## config.mk

```make
export PLATFORM = sky130hd
export DESIGN_NAME = median_ema_level_classifier
export DESIGN_NICKNAME = d
export VERILOG_FILES = /design/src/sv/mel_pkg.sv /design/src/sv/mel_ctrl.sv /design/src/sv/mel_dp.sv /design/src/sv/median_ema_level_classifier.sv
export SDC_FILE = /design/constraint.sdc
export NUM_CORES = 1
export LEC_CHECK = 0
export ABC_AREA = 1
export BUFFER_PORTS_ARGS = -buffer_cell sky130_fd_sc_hd__buf_2
export CELL_PAD_IN_SITES_DETAIL_PLACEMENT = 0
export CELL_PAD_IN_SITES_GLOBAL_PLACEMENT = 2
export CORE_ASPECT_RATIO = 0.8
export CORE_MARGIN = 2
export CORE_UTILIZATION = 40
export DETAILED_ROUTE_END_ITERATION = 8
export GPL_ROUTABILITY_DRIVEN = 0
export HOLD_SLACK_MARGIN = 0.02
export MAX_ROUTING_LAYER = met4
export PLACE_DENSITY = 0.83
export REMOVE_ABC_BUFFERS = 1
export SLEW_MARGIN = 25
export SYNTH_ARGS = -nofsm -noshare
export SYNTH_HDL_FRONTEND = slang
export SYNTH_SLANG_ARGS = --single-unit
```

## constraint.sdc

```tcl
create_clock -name clk -period 9.05 [get_ports clk]
set_input_delay 1.81 -clock clk [delete_from_list [all_inputs] [get_ports clk]]
set_output_delay 1.81 -clock clk [all_outputs]
set_load 0.01 [all_outputs]
```

## src/sv/mel_pkg.sv

```systemverilog
// ----------------------------------------------------------------------------
// mel_pkg: shared types and constants for the median / EMA level classifier
// Window geometry, field widths, register indexes, controller states and the
// command and status words between controller and datapath.
// ----------------------------------------------------------------------------
package mel_pkg;

  // Ring of recent valid samples
  localparam int WIN_DEPTH = 8;
  localparam int WIN_AW    = $clog2(WIN_DEPTH);
  localparam int CNT_W     = $clog2(WIN_DEPTH + 1);

  // Field widths
  localparam int SAMPLE_W   = 16;
  localparam int VAL_W      = 13;
  localparam int GAIN_W     = 8;
  localparam int BAND_W     = 8;
  localparam int OFS_W      = 10;
  localparam int AVG_W      = 24;
  localparam int ADJ_W      = 14;
  localparam int LEVEL_W    = 2;
  localparam int CFG_IDX_W  = 3;
  localparam int CFG_DATA_W = 16;

  // Configuration register indexes
  localparam logic [CFG_IDX_W-1:0] CFG_VALID_MIN   = 3'd0;
  localparam logic [CFG_IDX_W-1:0] CFG_VALID_MAX   = 3'd1;
  localparam logic [CFG_IDX_W-1:0] CFG_EMA_GAIN    = 3'd2;
  localparam logic [CFG_IDX_W-1:0] CFG_WARN_LEVEL  = 3'd3;
  localparam logic [CFG_IDX_W-1:0] CFG_ALARM_LEVEL = 3'd4;
  localparam logic [CFG_IDX_W-1:0] CFG_BAND        = 3'd5;
  localparam logic [CFG_IDX_W-1:0] CFG_USER_OFFSET = 3'd6;

  // Classification codes
  typedef enum logic [LEVEL_W-1:0] {
    LEVEL_GREEN  = 2'd0,
    LEVEL_YELLOW = 2'd1,
    LEVEL_RED    = 2'd2
  } level_t;

  // Controller states
  typedef enum logic [2:0] {
    ST_IDLE,
    ST_SCAN,
    ST_MED,
    ST_MUL,
    ST_UPD,
    ST_CLS,
    ST_FIN
  } state_t;

  // Controller to datapath
  typedef struct packed {
    logic accept;
    logic scan_step;
    logic med_ld;
    logic mul_ld;
    logic avg_ld;
    logic lvl_ld;
    logic out_ld;
  } cmd_t;

  // Datapath to controller
  typedef struct packed {
    logic in_ok;
    logic scan_last;
  } sts_t;

endpackage

```

## src/sv/mel_ctrl.sv

```systemverilog
// ----------------------------------------------------------------------------
// mel_ctrl: sequencer for the median / EMA level classifier
// Walks one word through window scan, median, EMA multiply and update,
// classification and the output register (a rejected word skips to the last), and owns the output valid flag.
// ----------------------------------------------------------------------------
module mel_ctrl (
  input  logic          clk,
  input  logic          rst_n,
  input  logic          in_valid,
  output logic          in_ready,
  output logic          out_valid,
  input  logic          out_ready,
  input  mel_pkg::sts_t sts,
  output mel_pkg::cmd_t cmd
);

  mel_pkg::state_t state_r, state_nxt;
  logic            out_valid_r, out_valid_nxt;
  logic            slot_free;

  assign slot_free = !out_valid_r || out_ready;

  // Next state
  always_comb begin
    state_nxt = state_r;
    case (state_r)
      mel_pkg::ST_IDLE: begin
        if (in_valid) begin
          state_nxt = sts.in_ok ? mel_pkg::ST_SCAN : mel_pkg::ST_FIN;
        end
      end
      mel_pkg::ST_SCAN: begin
        if (sts.scan_last) begin
          state_nxt = mel_pkg::ST_MED;
        end
      end
      mel_pkg::ST_MED: state_nxt = mel_pkg::ST_MUL;
      mel_pkg::ST_MUL: state_nxt = mel_pkg::ST_UPD;
      mel_pkg::ST_UPD: state_nxt = mel_pkg::ST_CLS;
      mel_pkg::ST_CLS: state_nxt = mel_pkg::ST_FIN;
      mel_pkg::ST_FIN: begin
        if (slot_free) begin
          state_nxt = mel_pkg::ST_IDLE;
        end
      end
      default: state_nxt = mel_pkg::ST_IDLE;
    endcase
  end

  // Commands and handshake
  always_comb begin
    cmd      = '0;
    in_ready = 1'b0;
    case (state_r)
      mel_pkg::ST_IDLE: begin
        in_ready   = 1'b1;
        cmd.accept = in_valid;
      end
      mel_pkg::ST_SCAN: cmd.scan_step = 1'b1;
      mel_pkg::ST_MED:  cmd.med_ld    = 1'b1;
      mel_pkg::ST_MUL:  cmd.mul_ld    = 1'b1;
      mel_pkg::ST_UPD:  cmd.avg_ld    = 1'b1;
      mel_pkg::ST_CLS:  cmd.lvl_ld    = 1'b1;
      mel_pkg::ST_FIN:  cmd.out_ld    = slot_free;
      default: begin
        cmd      = '0;
        in_ready = 1'b0;
      end
    endcase
  end

  // Output valid: set on load, drop once taken
  always_comb begin
    out_valid_nxt = out_valid_r;
    if (cmd.out_ld) begin
      out_valid_nxt = 1'b1;
    end else if (out_ready) begin
      out_valid_nxt = 1'b0;
    end
  end

  always_ff @(posedge clk) begin
    if (!rst_n) begin
      state_r     <= mel_pkg::ST_IDLE;
      out_valid_r <= 1'b0;
    end else begin
      state_r     <= state_nxt;
      out_valid_r <= out_valid_nxt;
    end
  end

  assign out_valid = out_valid_r;

endmodule

```

## src/sv/mel_dp.sv

```systemverilog
// ----------------------------------------------------------------------------
// mel_dp: datapath for the median / EMA level classifier
// Holds the configuration registers, the sample ring, the rank scan that
// picks the middle values, the EMA accumulator, the level and the output word.
// ----------------------------------------------------------------------------
module mel_dp (
  input  logic                                clk,
  input  logic                                rst_n,
  input  logic                                cfg_valid,
  input  logic [mel_pkg::CFG_IDX_W-1:0]       cfg_index,
  input  logic [mel_pkg::CFG_DATA_W-1:0]      cfg_data,
  input  logic signed [mel_pkg::SAMPLE_W-1:0] in_raw_sample,
  input  mel_pkg::cmd_t                       cmd,
  output mel_pkg::sts_t                       sts,
  output logic                                out_accepted,
  output logic [mel_pkg::VAL_W-1:0]           out_smoothed,
  output logic [mel_pkg::ADJ_W-1:0]           out_adjusted,
  output logic [mel_pkg::LEVEL_W-1:0]         out_level
);

  localparam int VW = mel_pkg::VAL_W;
  localparam int PW = mel_pkg::GAIN_W + 1 + mel_pkg::SAMPLE_W + 1;
  localparam int EW = mel_pkg::AVG_W + 3;
  localparam int CW = VW + 2;

  // Configuration registers
  logic [VW-1:0]                     vmin_r, vmax_r, warn_r, alarm_r;
  logic [mel_pkg::GAIN_W-1:0]        gain_r;
  logic [mel_pkg::BAND_W-1:0]        band_r;
  logic signed [mel_pkg::OFS_W-1:0]  ofs_r;

  // Sample ring and scan
  logic [VW-1:0]                     win_r [mel_pkg::WIN_DEPTH];
  logic [mel_pkg::WIN_AW-1:0]        wp_r, idx_r;
  logic [mel_pkg::CNT_W-1:0]         fill_r;
  logic [mel_pkg::CNT_W-1:0]         lt_cnt, le_cnt, k1, k2;
  logic [VW-1:0]                     cand;
  logic [VW-1:0]                     m1_r, m2_r, med_r;
  logic [VW:0]                       med_sum;

  // EMA
  logic [mel_pkg::AVG_W-1:0]         avg_r;
  logic signed [mel_pkg::SAMPLE_W:0] diff;
  logic signed [PW-1:0]              prod, prod_r;
  logic signed [EW-1:0]              ema_sum;
  logic [VW-1:0]                     smooth;
  mel_pkg::level_t                   lvl_r;
  logic                              acc_r;
  logic signed [CW-1:0]              adj;

  // Output word
  logic                              o_acc_r;
  logic [VW-1:0]                     o_smooth_r;
  logic [mel_pkg::ADJ_W-1:0]         o_adj_r;
  logic [mel_pkg::LEVEL_W-1:0]       o_lvl_r;

  // Three-band classifier with hysteresis, compared in signed arithmetic
  function automatic mel_pkg::level_t classify(
    input mel_pkg::level_t             cur,
    input logic [VW-1:0]               s,
    input logic [VW-1:0]               w,
    input logic [VW-1:0]               a,
    input logic [mel_pkg::BAND_W-1:0]  b
  );
    logic signed [CW-1:0] s_x, w_hi, w_lo, a_hi, a_lo;
    mel_pkg::level_t      res;
    s_x  = $signed({2'b00, s});
    w_hi = $signed({2'b00, w}) + $signed({{(CW-mel_pkg::BAND_W){1'b0}}, b});
    w_lo = $signed({2'b00, w}) - $signed({{(CW-mel_pkg::BAND_W){1'b0}}, b});
    a_hi = $signed({2'b00, a}) + $signed({{(CW-mel_pkg::BAND_W){1'b0}}, b});
    a_lo = $signed({2'b00, a}) - $signed({{(CW-mel_pkg::BAND_W){1'b0}}, b});
    case (cur)
      mel_pkg::LEVEL_YELLOW: begin
        if (s_x > a_hi)      res = mel_pkg::LEVEL_RED;
        else if (s_x < w_lo) res = mel_pkg::LEVEL_GREEN;
        else                 res = mel_pkg::LEVEL_YELLOW;
      end
      mel_pkg::LEVEL_RED: begin
        if (s_x < w_lo)      res = mel_pkg::LEVEL_GREEN;
        else if (s_x < a_lo) res = mel_pkg::LEVEL_YELLOW;
        else                 res = mel_pkg::LEVEL_RED;
      end
      default: begin
        if (s_x > a_hi)      res = mel_pkg::LEVEL_RED;
        else if (s_x > w_hi) res = mel_pkg::LEVEL_YELLOW;
        else                 res = mel_pkg::LEVEL_GREEN;
      end
    endcase
    return res;
  endfunction

  // Configuration writes; unknown indexes are dropped
  always_ff @(posedge clk) begin
    if (!rst_n) begin
      vmin_r  <= VW'(100);
      vmax_r  <= VW'(5000);
      gain_r  <= mel_pkg::GAIN_W'(64);
      warn_r  <= VW'(800);
      alarm_r <= VW'(1000);
      band_r  <= mel_pkg::BAND_W'(25);
      ofs_r   <= mel_pkg::OFS_W'(180);
    end else if (cfg_valid) begin
      case (cfg_index)
        mel_pkg::CFG_VALID_MIN:   vmin_r  <= cfg_data[VW-1:0];
        mel_pkg::CFG_VALID_MAX:   vmax_r  <= cfg_data[VW-1:0];
        mel_pkg::CFG_EMA_GAIN:    gain_r  <= cfg_data[mel_pkg::GAIN_W-1:0];
        mel_pkg::CFG_WARN_LEVEL:  warn_r  <= cfg_data[VW-1:0];
        mel_pkg::CFG_ALARM_LEVEL: alarm_r <= cfg_data[VW-1:0];
        mel_pkg::CFG_BAND:        band_r  <= cfg_data[mel_pkg::BAND_W-1:0];
        mel_pkg::CFG_USER_OFFSET: ofs_r   <= $signed(cfg_data[mel_pkg::OFS_W-1:0]);
        default: ;
      endcase
    end
  end

  // Valid window test on the incoming word
  assign sts.in_ok =
    (in_raw_sample >= $signed({{(mel_pkg::SAMPLE_W-VW){1'b0}}, vmin_r})) &&
    (in_raw_sample <= $signed({{(mel_pkg::SAMPLE_W-VW){1'b0}}, vmax_r}));

  // Rank of the current candidate among the filled entries
  assign cand = win_r[idx_r];

  always_comb begin
    lt_cnt = '0;
    le_cnt = '0;
    for (int j = 0; j < mel_pkg::WIN_DEPTH; j++) begin
      if (mel_pkg::CNT_W'(j) < fill_r) begin
        if (win_r[j] < cand)  lt_cnt = lt_cnt + mel_pkg::CNT_W'(1);
        if (win_r[j] <= cand) le_cnt = le_cnt + mel_pkg::CNT_W'(1);
      end
    end
  end

  // Middle ranks: equal for an odd count, adjacent for an even one
  assign k2 = fill_r >> 1;
  assign k1 = fill_r[0] ? k2 : k2 - mel_pkg::CNT_W'(1);

  assign sts.scan_last =
    ((mel_pkg::CNT_W'(idx_r) + mel_pkg::CNT_W'(1)) == fill_r);

  // Ring write on accept, then one candidate per cycle
  always_ff @(posedge clk) begin
    if (!rst_n) begin
      wp_r   <= '0;
      fill_r <= '0;
      idx_r  <= '0;
    end else if (cmd.accept) begin
      idx_r <= '0;
      if (sts.in_ok) begin
        wp_r <= (wp_r == mel_pkg::WIN_AW'(mel_pkg::WIN_DEPTH - 1))
                ? '0 : wp_r + mel_pkg::WIN_AW'(1);
        if (fill_r != mel_pkg::CNT_W'(mel_pkg::WIN_DEPTH)) begin
          fill_r <= fill_r + mel_pkg::CNT_W'(1);
        end
      end
    end else if (cmd.scan_step) begin
      idx_r <= idx_r + mel_pkg::WIN_AW'(1);
    end
  end

  always_ff @(posedge clk) begin
    if (cmd.accept && sts.in_ok) begin
      win_r[wp_r] <= in_raw_sample[VW-1:0];
    end
  end

  // Capture the middle values
  always_ff @(posedge clk) begin
    if (cmd.scan_step) begin
      if (lt_cnt <= k1 && k1 < le_cnt) m1_r <= cand;
      if (lt_cnt <= k2 && k2 < le_cnt) m2_r <= cand;
    end
  end

  // Median, truncating average for an even count
  assign med_sum = {1'b0, m1_r} + {1'b0, m2_r};

  always_ff @(posedge clk) begin
    if (cmd.med_ld) begin
      med_r <= med_sum[VW:1];
    end
  end

  // EMA step: gain times (median minus average / 256)
  assign diff = $signed({{(mel_pkg::SAMPLE_W+1-VW){1'b0}}, med_r})
              - $signed({1'b0, avg_r[mel_pkg::AVG_W-1:8]});
  assign prod = PW'($signed({1'b0, gain_r})) * PW'(diff);

  always_ff @(posedge clk) begin
    if (cmd.mul_ld) begin
      prod_r <= prod;
    end
  end

  assign ema_sum = $signed({3'b000, avg_r}) + EW'(prod_r);

  // Seed on an empty average, else add and clamp to the accumulator range
  always_ff @(posedge clk) begin
    if (!rst_n) begin
      avg_r <= '0;
    end else if (cmd.avg_ld) begin
      if (avg_r == '0) begin
        avg_r <= {{(mel_pkg::AVG_W-VW-8){1'b0}}, med_r, 8'h00};
      end else if (ema_sum < 0) begin
        avg_r <= '0;
      end else if (ema_sum[EW-1:mel_pkg::AVG_W] != '0) begin
        avg_r <= '1;
      end else begin
        avg_r <= ema_sum[mel_pkg::AVG_W-1:0];
      end
    end
  end

  assign smooth = avg_r[VW+7:8];

  // Level and accepted flag
  always_ff @(posedge clk) begin
    if (!rst_n) begin
      lvl_r <= mel_pkg::LEVEL_GREEN;
    end else if (cmd.lvl_ld) begin
      lvl_r <= classify(lvl_r, smooth, warn_r, alarm_r, band_r);
    end
  end

  always_ff @(posedge clk) begin
    if (cmd.accept) begin
      acc_r <= sts.in_ok;
    end
  end

  // Adjusted value, clamped at zero
  assign adj = $signed({2'b00, smooth}) + CW'(ofs_r);

  // Output word
  always_ff @(posedge clk) begin
    if (cmd.out_ld) begin
      o_acc_r    <= acc_r;
      o_smooth_r <= smooth;
      o_adj_r    <= (adj < 0) ? '0 : adj[mel_pkg::ADJ_W-1:0];
      o_lvl_r    <= lvl_r;
    end
  end

  assign out_accepted = o_acc_r;
  assign out_smoothed = o_smooth_r;
  assign out_adjusted = o_adj_r;
  assign out_level    = o_lvl_r;

endmodule

```

## src/sv/median_ema_level_classifier.sv

```systemverilog
// ----------------------------------------------------------------------------
// median_ema_level_classifier: median filter, EMA and three-level classifier
// Raw samples inside the valid window enter an 8-entry ring; the median of
// the filled entries drives an EMA at scale 256 and a hysteresis classifier.
//
//   channel   direction  handshake              payload
//   in_       input      in_valid / in_ready    in_raw_sample
//   out_      output     out_valid / out_ready  accepted, smoothed, adjusted, level
//   cfg_      input      cfg_valid / cfg_ready  cfg_index, cfg_data
//
// A valid word passes the rank scan, which visits one ring entry per cycle,
// then the median, multiply, update and classify states to the output register.
// A rejected word skips the scan and EMA states and goes straight to the last state.
// The sequencer returns to idle before the next word is taken.
// One word is in work at a time; the next is taken while a result waits.
// A stalled output holds the finished word in the sequencer's last state.
// Synchronous reset restores the register defaults and an empty ring.
// ----------------------------------------------------------------------------
module median_ema_level_classifier (
  input  logic                                clk,
  input  logic                                rst_n,
  input  logic                                in_valid,
  output logic                                in_ready,
  input  logic signed [mel_pkg::SAMPLE_W-1:0] in_raw_sample,
  output logic                                out_valid,
  input  logic                                out_ready,
  output logic                                out_accepted,
  output logic [mel_pkg::VAL_W-1:0]           out_smoothed,
  output logic [mel_pkg::ADJ_W-1:0]           out_adjusted,
  output logic [mel_pkg::LEVEL_W-1:0]         out_level,
  input  logic                                cfg_valid,
  output logic                                cfg_ready,
  input  logic [mel_pkg::CFG_IDX_W-1:0]       cfg_index,
  input  logic [mel_pkg::CFG_DATA_W-1:0]      cfg_data
);

  mel_pkg::cmd_t cmd;
  mel_pkg::sts_t sts;

  // Register writes never stall
  assign cfg_ready = 1'b1;

  mel_ctrl u_ctrl (
    .clk       (clk),
    .rst_n     (rst_n),
    .in_valid  (in_valid),
    .in_ready  (in_ready),
    .out_valid (out_valid),
    .out_ready (out_ready),
    .sts       (sts),
    .cmd       (cmd)
  );

  mel_dp u_dp (
    .clk           (clk),
    .rst_n         (rst_n),
    .cfg_valid     (cfg_valid),
    .cfg_index     (cfg_index),
    .cfg_data      (cfg_data),
    .in_raw_sample (in_raw_sample),
    .cmd           (cmd),
    .sts           (sts),
    .out_accepted  (out_accepted),
    .out_smoothed  (out_smoothed),
    .out_adjusted  (out_adjusted),
    .out_level     (out_level)
  );

endmodule

```

==> results of run 1 <==
==> path summary, 6_finish.rpt <==
check | start | end | slack, ns | depth (start not counted)
worst max-delay path | register | u_dp.m1_r[1] | 0.70 | 52
worst min-delay path | u_dp.vmax_r[10] | u_dp.vmax_r[10] | 0.46 | 2
worst max register to register | register | u_dp.m1_r[1] | 0.70 | 52
worst min register to register | u_dp.vmax_r[10] | u_dp.vmax_r[10] | 0.46 | 2
==> cells in the final DEF (no fill, tap or decap), types with 9 or more instances in the layout <==
cell                        instances
sky130_fd_sc_hd__a211oi_1          13
sky130_fd_sc_hd__a21oi_1          264
sky130_fd_sc_hd__a31oi_1           20
sky130_fd_sc_hd__buf_2             68
sky130_fd_sc_hd__buf_4             49
sky130_fd_sc_hd__bufinv_16          9
sky130_fd_sc_hd__clkbuf_16         37
sky130_fd_sc_hd__dfxtp_1          121
sky130_fd_sc_hd__edfxtp_1         200
sky130_fd_sc_hd__fa_1             116
sky130_fd_sc_hd__ha_1             360
sky130_fd_sc_hd__inv_1            517
sky130_fd_sc_hd__inv_2             10
sky130_fd_sc_hd__nand2_1          563
sky130_fd_sc_hd__nand2_2           18
sky130_fd_sc_hd__nand3_1          109
sky130_fd_sc_hd__nand3_2           10
sky130_fd_sc_hd__nand4_1           26
sky130_fd_sc_hd__nor2_1           313
sky130_fd_sc_hd__nor3_1            29
sky130_fd_sc_hd__o211ai_1          19
sky130_fd_sc_hd__o21ai_0          198
sky130_fd_sc_hd__o21bai_1          11
sky130_fd_sc_hd__o22ai_1           27
sky130_fd_sc_hd__or2_2             18
sky130_fd_sc_hd__xnor2_1           31
sky130_fd_sc_hd__xor2_1            77
==> flip-flops by register name, indices dropped and copies added, names as in the netlist, 8 cells and up, named ones only <==
register	flops
u_dp.win_r	104
u_dp.out_adjusted	14
u_dp.alarm_r	13
u_dp.prod_r	26
u_dp.avg_r	24
u_dp.out_smoothed	13
u_dp.vmin_r	13
u_dp.gain_r	8
u_dp.m2_r	13
u_dp.band_r	8
u_dp.m1_r	13
u_dp.med_r	13
u_dp.vmax_r	13
u_dp.ofs_r	10
u_dp.warn_r	13
==> synthesized netlist by cell type, types with 3 or more instances <==
library cell               count
sky130_fd_sc_hd__o21bai_1     11
sky130_fd_sc_hd__or2_2        18
sky130_fd_sc_hd__a21oi_1     264
sky130_fd_sc_hd__nor3_1       38
sky130_fd_sc_hd__nor2_1      315
sky130_fd_sc_hd__o31ai_1       4
sky130_fd_sc_hd__o21ai_0     199
sky130_fd_sc_hd__o221ai_1      3
sky130_fd_sc_hd__inv_1       518
sky130_fd_sc_hd__nand3_2      10
sky130_fd_sc_hd__fa_1        116
sky130_fd_sc_hd__buf_4         3
sky130_fd_sc_hd__dfxtp_1     121
sky130_fd_sc_hd__o21ai_1       6
sky130_fd_sc_hd__and2_1        5
sky130_fd_sc_hd__a31oi_1      20
sky130_fd_sc_hd__a211oi_1     13
sky130_fd_sc_hd__inv_2         9
sky130_fd_sc_hd__xnor2_1      31
sky130_fd_sc_hd__nor2_2        3
sky130_fd_sc_hd__buf_1         4
sky130_fd_sc_hd__nor4_1        5
sky130_fd_sc_hd__a21o_1        6
sky130_fd_sc_hd__nor2_4        5
sky130_fd_sc_hd__o21ai_2       7
sky130_fd_sc_hd__nand3_1     109
sky130_fd_sc_hd__nand2_2      18
sky130_fd_sc_hd__clkinv_1      4
sky130_fd_sc_hd__nand3b_1      4
sky130_fd_sc_hd__o22ai_1      27
sky130_fd_sc_hd__ha_1        360
sky130_fd_sc_hd__xor2_1       77
sky130_fd_sc_hd__nand2_1     563
sky130_fd_sc_hd__o211ai_1     19
sky130_fd_sc_hd__edfxtp_1    200
sky130_fd_sc_hd__o21a_1        7
sky130_fd_sc_hd__nand4_1      26
sky130_fd_sc_hd__clkbuf_1     54
==> per-layer routing <==
| metal | vias to the layer above | global-route usage | part of all wire |
|---|---|---|---|
| met5 | - | - | 0 |
| met4 | 0 | 0.03592 | 0.014 |
| met3 | 67 | 0.04154 | 0.065 |
| met2 | 515 | 0.3408 | 0.42 |
| met1 | 10168 | 0.3319 | 0.51 |
| li1 | 10887 | - | - |
==> metrics by stage <==
stage                 util  std cells  power, W
finish              0.4505       4213  0.008015
global route        0.4505       4212  0.008783
CTS                 0.4499       4211  0.008044
detailed placement  0.4287       4144  0.006272
global placement    0.4285       4144  0.006215
floorplan                -       3165  0.004831
==> cells by family (layout without fill, tap and decap cells) <==
group                      count (synthesis)  count (layout)  share of synthesized area
AOI/OAI and AO/OA                        601             601                     0.1254
other                                      1               3                  0.0001412
DFF                                      321             321                     0.3173
buffers and inverters                    595             717                    0.08511
adders and majority gates                476             476                     0.2570
muxes                                      2               2                  0.0007536
xor gates and xnor gates                 108             108                    0.03561
and+or+nand+nor                         1125            1125                     0.1787
==> worst register-to-register path: cells and delay by family (launching register included) <==
family / cells / cell delay [ns]
compound gates: 12 / 1.81
fa+ha+maj: 9 / 2.37
buf+inv: 11 / 1.11
flops: 1 / 0.37
simple gates: 20 / 2.39
==> layout make-up <==
cell class                 count  area (µm²)
fill                        6476       36100
antenna                        2       5.005
multi-input combinational   2313       15960
tap                          860        1076
timing repair buffer         119       739.5
inverter                     531        1993
clock inverter                25       427.9
clock buffer                  42       964.7
sequential                   321        8428
==> power by group through the flow <==
stage          clock network, W  logic, W  registers [W]
2_1_floorplan                 0   0.00291        0.00192
3_3_place_gp                  0   0.00424        0.00197
3_5_place_dp                  0   0.00430        0.00197
4_1_cts                 0.00176   0.00434        0.00194
5_1_grt                 0.00182   0.00500        0.00195
6_report                0.00173   0.00435        0.00194
==> what timing repair did <==
item / 4_1_cts / 5_1_grt
setup endpoints to repair: 0 / 22
resized for setup: 0 / 6
endpoints found under the hold margin: 0 / 0
==> metrics list, run 1 <==
* Unrepaired setup endpoints after global routing: no
- In this design, the critical path's most frequently occurring cell is sky130_fd_sc_hd__nand2_1.
- Standard cell with the maximum stage delay on the critical path: sky130_fd_sc_hd__dfxtp_1
* Pwr Density: 270.9 mW/mm²
- Die Footprint: 0.06850 mm²
* Arrival @ worst endpoint: 8.59 ns
- Post-route DRC: 0
- Max-slew headroom at the worst pin: 0.3414
- Clock Power Share: 0.216
- The initial utilization of the core area, before any placement, comes to 0.4044.
- The mapped netlist covers 0.02657 mm².
- Vertical extent of the die: 234.5 µm
- Antenna-violating nets left: 0
* Sequential fraction of the synthesis area: 0.3173
* Maximum number of pins on one net before global-route repair: 46
- Worst ir drop on vdd: 0.1821 mV
* Width of the die: 292.1 µm
- In this run, distinct cell masters in the synthesized netlist total 58.
- The count of endpoints failing hold in the final timing report was 0.
- Post-CTS timing repair inserted 0 buffers for setup.
- Total detailed-routing wirelength: 76040 µm
* Via count of the first global-routing pass: 20730
- Period Utilization, post-route: 0.9225
- The cell count after synthesis came out at 3229.
* Critical path fanouts, max: 27
- Class of the worst hold path: register to register
* I/O pin count: 73
* Clock sink count: 321
* Hold buffer count at cts: 0
- Max Transition Viols Final: 0
* Core region area: 0.06569 mm²
* Total congestion overflow: 0
- Routed via count: 21637
- Pint: 0.004279 W
* Switching power as a share of total power: 0.4661
- Area overhead of the layout relative to synthesis: 11.39%
- Logic pwr share: 0.542
- Ranked by total cell area, the synthesized netlist is headed by sky130_fd_sc_hd__edfxtp_1 (23%), sky130_fd_sc_hd__ha_1 (17%), sky130_fd_sc_hd__dfxtp_1 (9.1%).
- Minimum setup slack after placement: 0.5613 ns
* Static power due to leakage: 14.02 nW
- Critical path capture point type: register
* Total number of placement rows: 84
* Max Cap Violations: 0
- Net count reported at finish: 3839
- Master cell of the clock root buffer: sky130_fd_sc_hd__clkbuf_16
- Critical path buffer and inverter count: 11
* Slowest stage delay, CP: 0.37 ns
* Sequential Power Share: 0.242
* CTS tree: done
- In the final layout, the share of cells above drive strength 1 is 0.08147.
* Via density per instance: 5.136
- Setup violations remaining at the end of the flow were counted as 0.
* Buffer levels on the longest clock path: 3
- Clock transition at the registers of the reported paths: 0.07 ns
* Synth top area share: 0.2261
* HPWL reported at the end of detailed placement: 60530 µm
* Cell class contributing the biggest share of worst-path delay: simple AND/OR/NAND/NOR gates
- Yosys printed 0 warnings.
- Routed len/inst: 18.05 µm
- Outcome: finished, final reports clean
* F_max: 119.8 MHz
- The H-tree was split into 2 levels.
- Initial detailed-routing violation count: 1424
- The most used flip-flop cell after synthesis is sky130_fd_sc_hd__edfxtp_1.
* Post-Route Setup TNS: 0 ns
- Each instance of the synthesized netlist takes up on average 8.227 µm².
* Worst clock skew: 0.03999 ns
- Number of flops mapped to enable cells by yosys: 200
- The placed instances occupy a cell area of 0.02816 mm².
- Final Worst Setup Slack: 0.7017 ns
* Clock insertion delay at the later pin of the skew report: 0.58 ns
- First-pass iteration count of the detailed router: 5
- The first global-routing pass estimated 118200 µm of wire.
* Sw power: 0.003736 W
* Tot GR Track Use: 0.2299
- The worst path in the final design needs a cycle of 8.348 ns, including I/O delays and setup.
- At the pin with the least slew margin, the transition time is 0.9825 ns.
- In the synthesized netlist the async set-or-reset flop fraction comes to 0.
* Number of synthesized register bits: 321
- Cell taking the most area after synthesis: sky130_fd_sc_hd__edfxtp_1
* Final std cell area, no fill: 0.02959 mm²
- For the worst setup path, the data required time is 9.29 ns.
* Type of the worst setup path: register to register
- In this run the tool buffered the top-level ports with 68 buffer cells.
* Antenna violations before repair: 1
- Sort of element at the start of the critical path: register
- Worst hold slack: 0.4579 ns
* CTS Buf Count: 37
Note: power is estimated with default switching activity, not from simulation.
==> run 2: changes to the inputs <==
--- a/config.mk
+++ b/config.mk
@@ -21,4 +21,5 @@
 export SLEW_MARGIN = 25
 export SYNTH_ARGS = -nofsm -noshare
 export SYNTH_HDL_FRONTEND = slang
+export SYNTH_HIERARCHICAL = 1
 export SYNTH_SLANG_ARGS = --single-unit
==> metrics list, run 2 <==
- Buffer levels on the longest clock path: 3
- Commonest cells after routing, fill and taps aside: sky130_fd_sc_hd__nand2_1 (531), sky130_fd_sc_hd__inv_1 (503), sky130_fd_sc_hd__ha_1 (362)
- Synthesized instance count: 3212
- Max Cap Violations: 0
- Type of the worst setup path: register to register
- Synth Flop Type: sky130_fd_sc_hd__edfxtp_1
* Hold Path Depth: 0
- First-pass iteration count of the detailed router: 5
* Depth of the most critical reg-to-reg path: 48
- In this run, synthesis produced a sequential element count of 321.
- Biggest area contributors in the synthesized netlist: sky130_fd_sc_hd__edfxtp_1 (23%), sky130_fd_sc_hd__ha_1 (17%), sky130_fd_sc_hd__dfxtp_1 (9.1%)
- CTS saw 321 sinks.
- The worst path meets setup with 0.7939 ns of slack.
- In this run, the number of DRC markers left after iteration 0 of detailed routing was 1489.
* Register bank with the most flops: u_dp/win_r
* Number of flops mapped to enable cells by yosys: 200
- End of the worst register-to-register path: u_dp/m1_r[9]
- Post-layout minimum cycle time: 8.256 ns
- The synthesized netlist occupies a cell area of 0.02662 mm².
- Dividing the detail-routed via count by the number of cells gives 5.169.
- Critical path data required time: 9.27 ns
- Setup violations remaining at the end of the flow were counted as 0.
- Headroom to the max-slew limit came out at 0.3604.
- The area growth from synthesis to layout is 10.18%.
* Standard cell with the maximum stage delay on the critical path: sky130_fd_sc_hd__ha_1
- Wire length of the first global-routing pass: 119300 µm
- Count of H-tree levels built during CTS: 2
- Post-route DRC: 0
* Clock transition at the registers of the reported paths: 0.06 ns
- Minimum setup slack after placement: 0.7602 ns
- In this run the vertical extent of the chip is 234.7 µm.
- Cell class contributing the biggest share of worst-path delay: adder cells
* Cell with the most instances after synthesis: sky130_fd_sc_hd__nand2_1
- Overall power consumption after layout is estimated at 0.008264 W.
* Via count of the first global-routing pass: 21219
- Fillers: 6522
* CTS tree: done
* Total number of placement rows: 84
- Worst hold slack: 0.4278 ns
- Master cell of the clock root buffer: sky130_fd_sc_hd__clkbuf_16
- The flow ran to the end, and the final reports show no timing, DRC or antenna violations.
- CTS Buf Count: 39
- After the flow finishes, the layout carries non-filler instances totaling 4180.
- Setup slack on the worst reg-to-reg path comes out at 0.79 ns.
- Critical path fanouts, max: 44
- Hold repair after CTS inserted 0 buffers.
* Cell taking the most area after synthesis: sky130_fd_sc_hd__edfxtp_1
- Pwr Density: 281.7 mW/mm²
- Detailed routing inserted a total of 21606 vias.
- Dividing the detail-routed wire length by the instance count gives 18.15 µm.
- Of all flip-flops after synthesis, the portion carrying an async set or reset was 0.
- Count of different cell masters after synthesis: 65
* Net count reported at finish: 3807
* Starting density of the core: 0.4046
- At the pin with the least slew margin, the transition time is 0.9584 ns.
- The worst setup path is captured at a register.
* Maximum number of pins on one net before global-route repair: 78
- Antenna-violating nets left: 0
- On the final layout, the worst clock skew is 0.03288 ns.
- By instance count, the cell type seen most on the critical path is sky130_fd_sc_hd__nand2_1.
- A synthesized cell averages 8.288 µm².
- Resize count post-CTS: 0
* Hold Startpoint: u_dp/acc_r
* Tot GR Track Use: 0.2284
- Total number of yosys warnings: 6
- The count of endpoints failing hold in the final timing report came to 0.
* Worst ir drop on vdd: 0.1976 mV
* Post-Route Setup TNS: 0 ns
- Critical path buffer and inverter count: 10
- Class of the worst hold path: register to register
- 73 I/O pins were placed.
- The largest single stage delay on the critical path is 0.43 ns.
* Total detailed-routing wirelength: 75880 µm
* Period Utilization, post-route: 0.9123
- Core region area: 0.06579 mm²
- Area taken by flip-flops and latches: 0.008428 mm²
* Total congestion overflow: 0
* Most frequent cells after synthesis: sky130_fd_sc_hd__nand2_1 (531), sky130_fd_sc_hd__inv_1 (504), sky130_fd_sc_hd__ha_1 (362), sky130_fd_sc_hd__nor2_1 (296), sky130_fd_sc_hd__a21oi_1 (256)
- HPWL reported at the end of detailed placement: 60320 µm
- For the worst-skew pair, the clock arrives at the later sink with an insertion delay of 0.57 ns.
- Antenna violations before repair: 4
- Endpoint of the worst hold path: u_dp/out_accepted
- For this run, the top clock speed supported by timing is 121.1 MHz.
* Max Transition Viols Final: 0
* Arrival @ worst endpoint: 8.48 ns
- The register with the most flip-flops in the layout has 104 of them.
* Post-CTS setup buffer count: 0
- Port buffering added 68 buffers.
* Proportion of layout cells with a drive suffix above 1: 0.08316
* Synth top area share: 0.2256
* Leading cell type in the layout, fill and taps excluded: sky130_fd_sc_hd__nand2_1
* Sequential fraction of the synthesis area: 0.3166
* Post-placement cell count: 4108
- Width of the die: 292.4 µm
- Setup repair after global routing left no endpoint under its margin.
- Die Footprint: 0.06865 mm²
* Biggest registers after layout: u_dp/win_r x104, u_dp/prod_r x26, u_dp/avg_r x24
* Static power due to leakage: 13.92 nW
* Sort of element at the start of the critical path: register
- Multi-input gate area in the final layout: 0.01597 mm²
run 2: cells by family (layout without fill, tap and decap cells):
group / after synthesis / count (layout) / share of synthesized area
AND/OR/NAND/NOR: 1122 / 1122 / 0.1828
flip-flops: 321 / 321 / 0.3166
buffers and inverters: 595 / 702 / 0.08591
other: 1 / 2 / 0.0001409
AO/OA/AOI/OAI: 586 / 586 / 0.1212
XOR/XNOR: 105 / 105 / 0.03454
multiplexers: 4 / 4 / 0.001504
adder cells (fa/ha/maj): 478 / 478 / 0.2574
run 2: metal layers:
| metal | vias up | global-route usage | wire (µm) |
|---|---|---|---|
| met5 | - | - | 0 |
| met4 | 0 | 0.04973 | 1411 |
| met3 | 91 | 0.03831 | 4656 |
| met2 | 463 | 0.3302 | 31610 |
| met1 | 10256 | 0.3332 | 38200 |
| li1 | 10796 | - | - |
run 2: how the worst max path moves through the flow:
stage	endpoint	slack [ns]	cells after the start
after floorplan	u_dp/m1_r[0]	0.54	49
after global placement	u_dp/m1_r[4]	0.91	50
after detailed placement	u_dp/m1_r[4]	0.76	48
after CTS	u_dp/m1_r[10]	0.70	48
after global routing	u_dp/m1_r[9]	0.04	50
final	u_dp/m1_r[9]	0.79	48
run 2: cell type report:
cell class,count,share of cell area
diodes,1,0.00008532
clock buffers,53,0.03609
clock inverters,18,0.006143
inverters,524,0.06719
multi-input cells,2296,0.5445
flip-flops and latches,321,0.2873
well taps,860,0.03669
repair buffers,107,0.02201
run 2: power breakdown:
group | internal (W) | switching (W) | total [W] | leakage, nW
logic | 0.00163 | 0.00307 | 0.00470 | 10.5
registers | 0.00183 | 0.000184 | 0.00202 | 2.80
clock network | 0.000908 | 0.000640 | 0.00155 | 0.607
total | 0.00437 | 0.00390 | 0.00826 | 13.9
run 2: worst register-to-register path, delay by kind of cell, from the launching register on:
| kind | cells | cell delay (ns) |
|---|---|---|
| AO/OA/AOI/OAI | 8 | 1.39 |
| adder cells (fa/ha/maj) | 9 | 2.53 |
| buffers and inverters | 10 | 1.43 |
| flip-flops | 1 | 0.32 |
| AND/OR/NAND/NOR | 21 | 2.25 |
run 2: per-stage QoR:
step                      utilization  instance area [µm²]
after floorplan                     -                26300
after global routing           0.4458                29330
after detailed placement       0.4269                28090
after CTS                      0.4457                29320
final                          0.4458                29330
after global placement         0.4267                28070
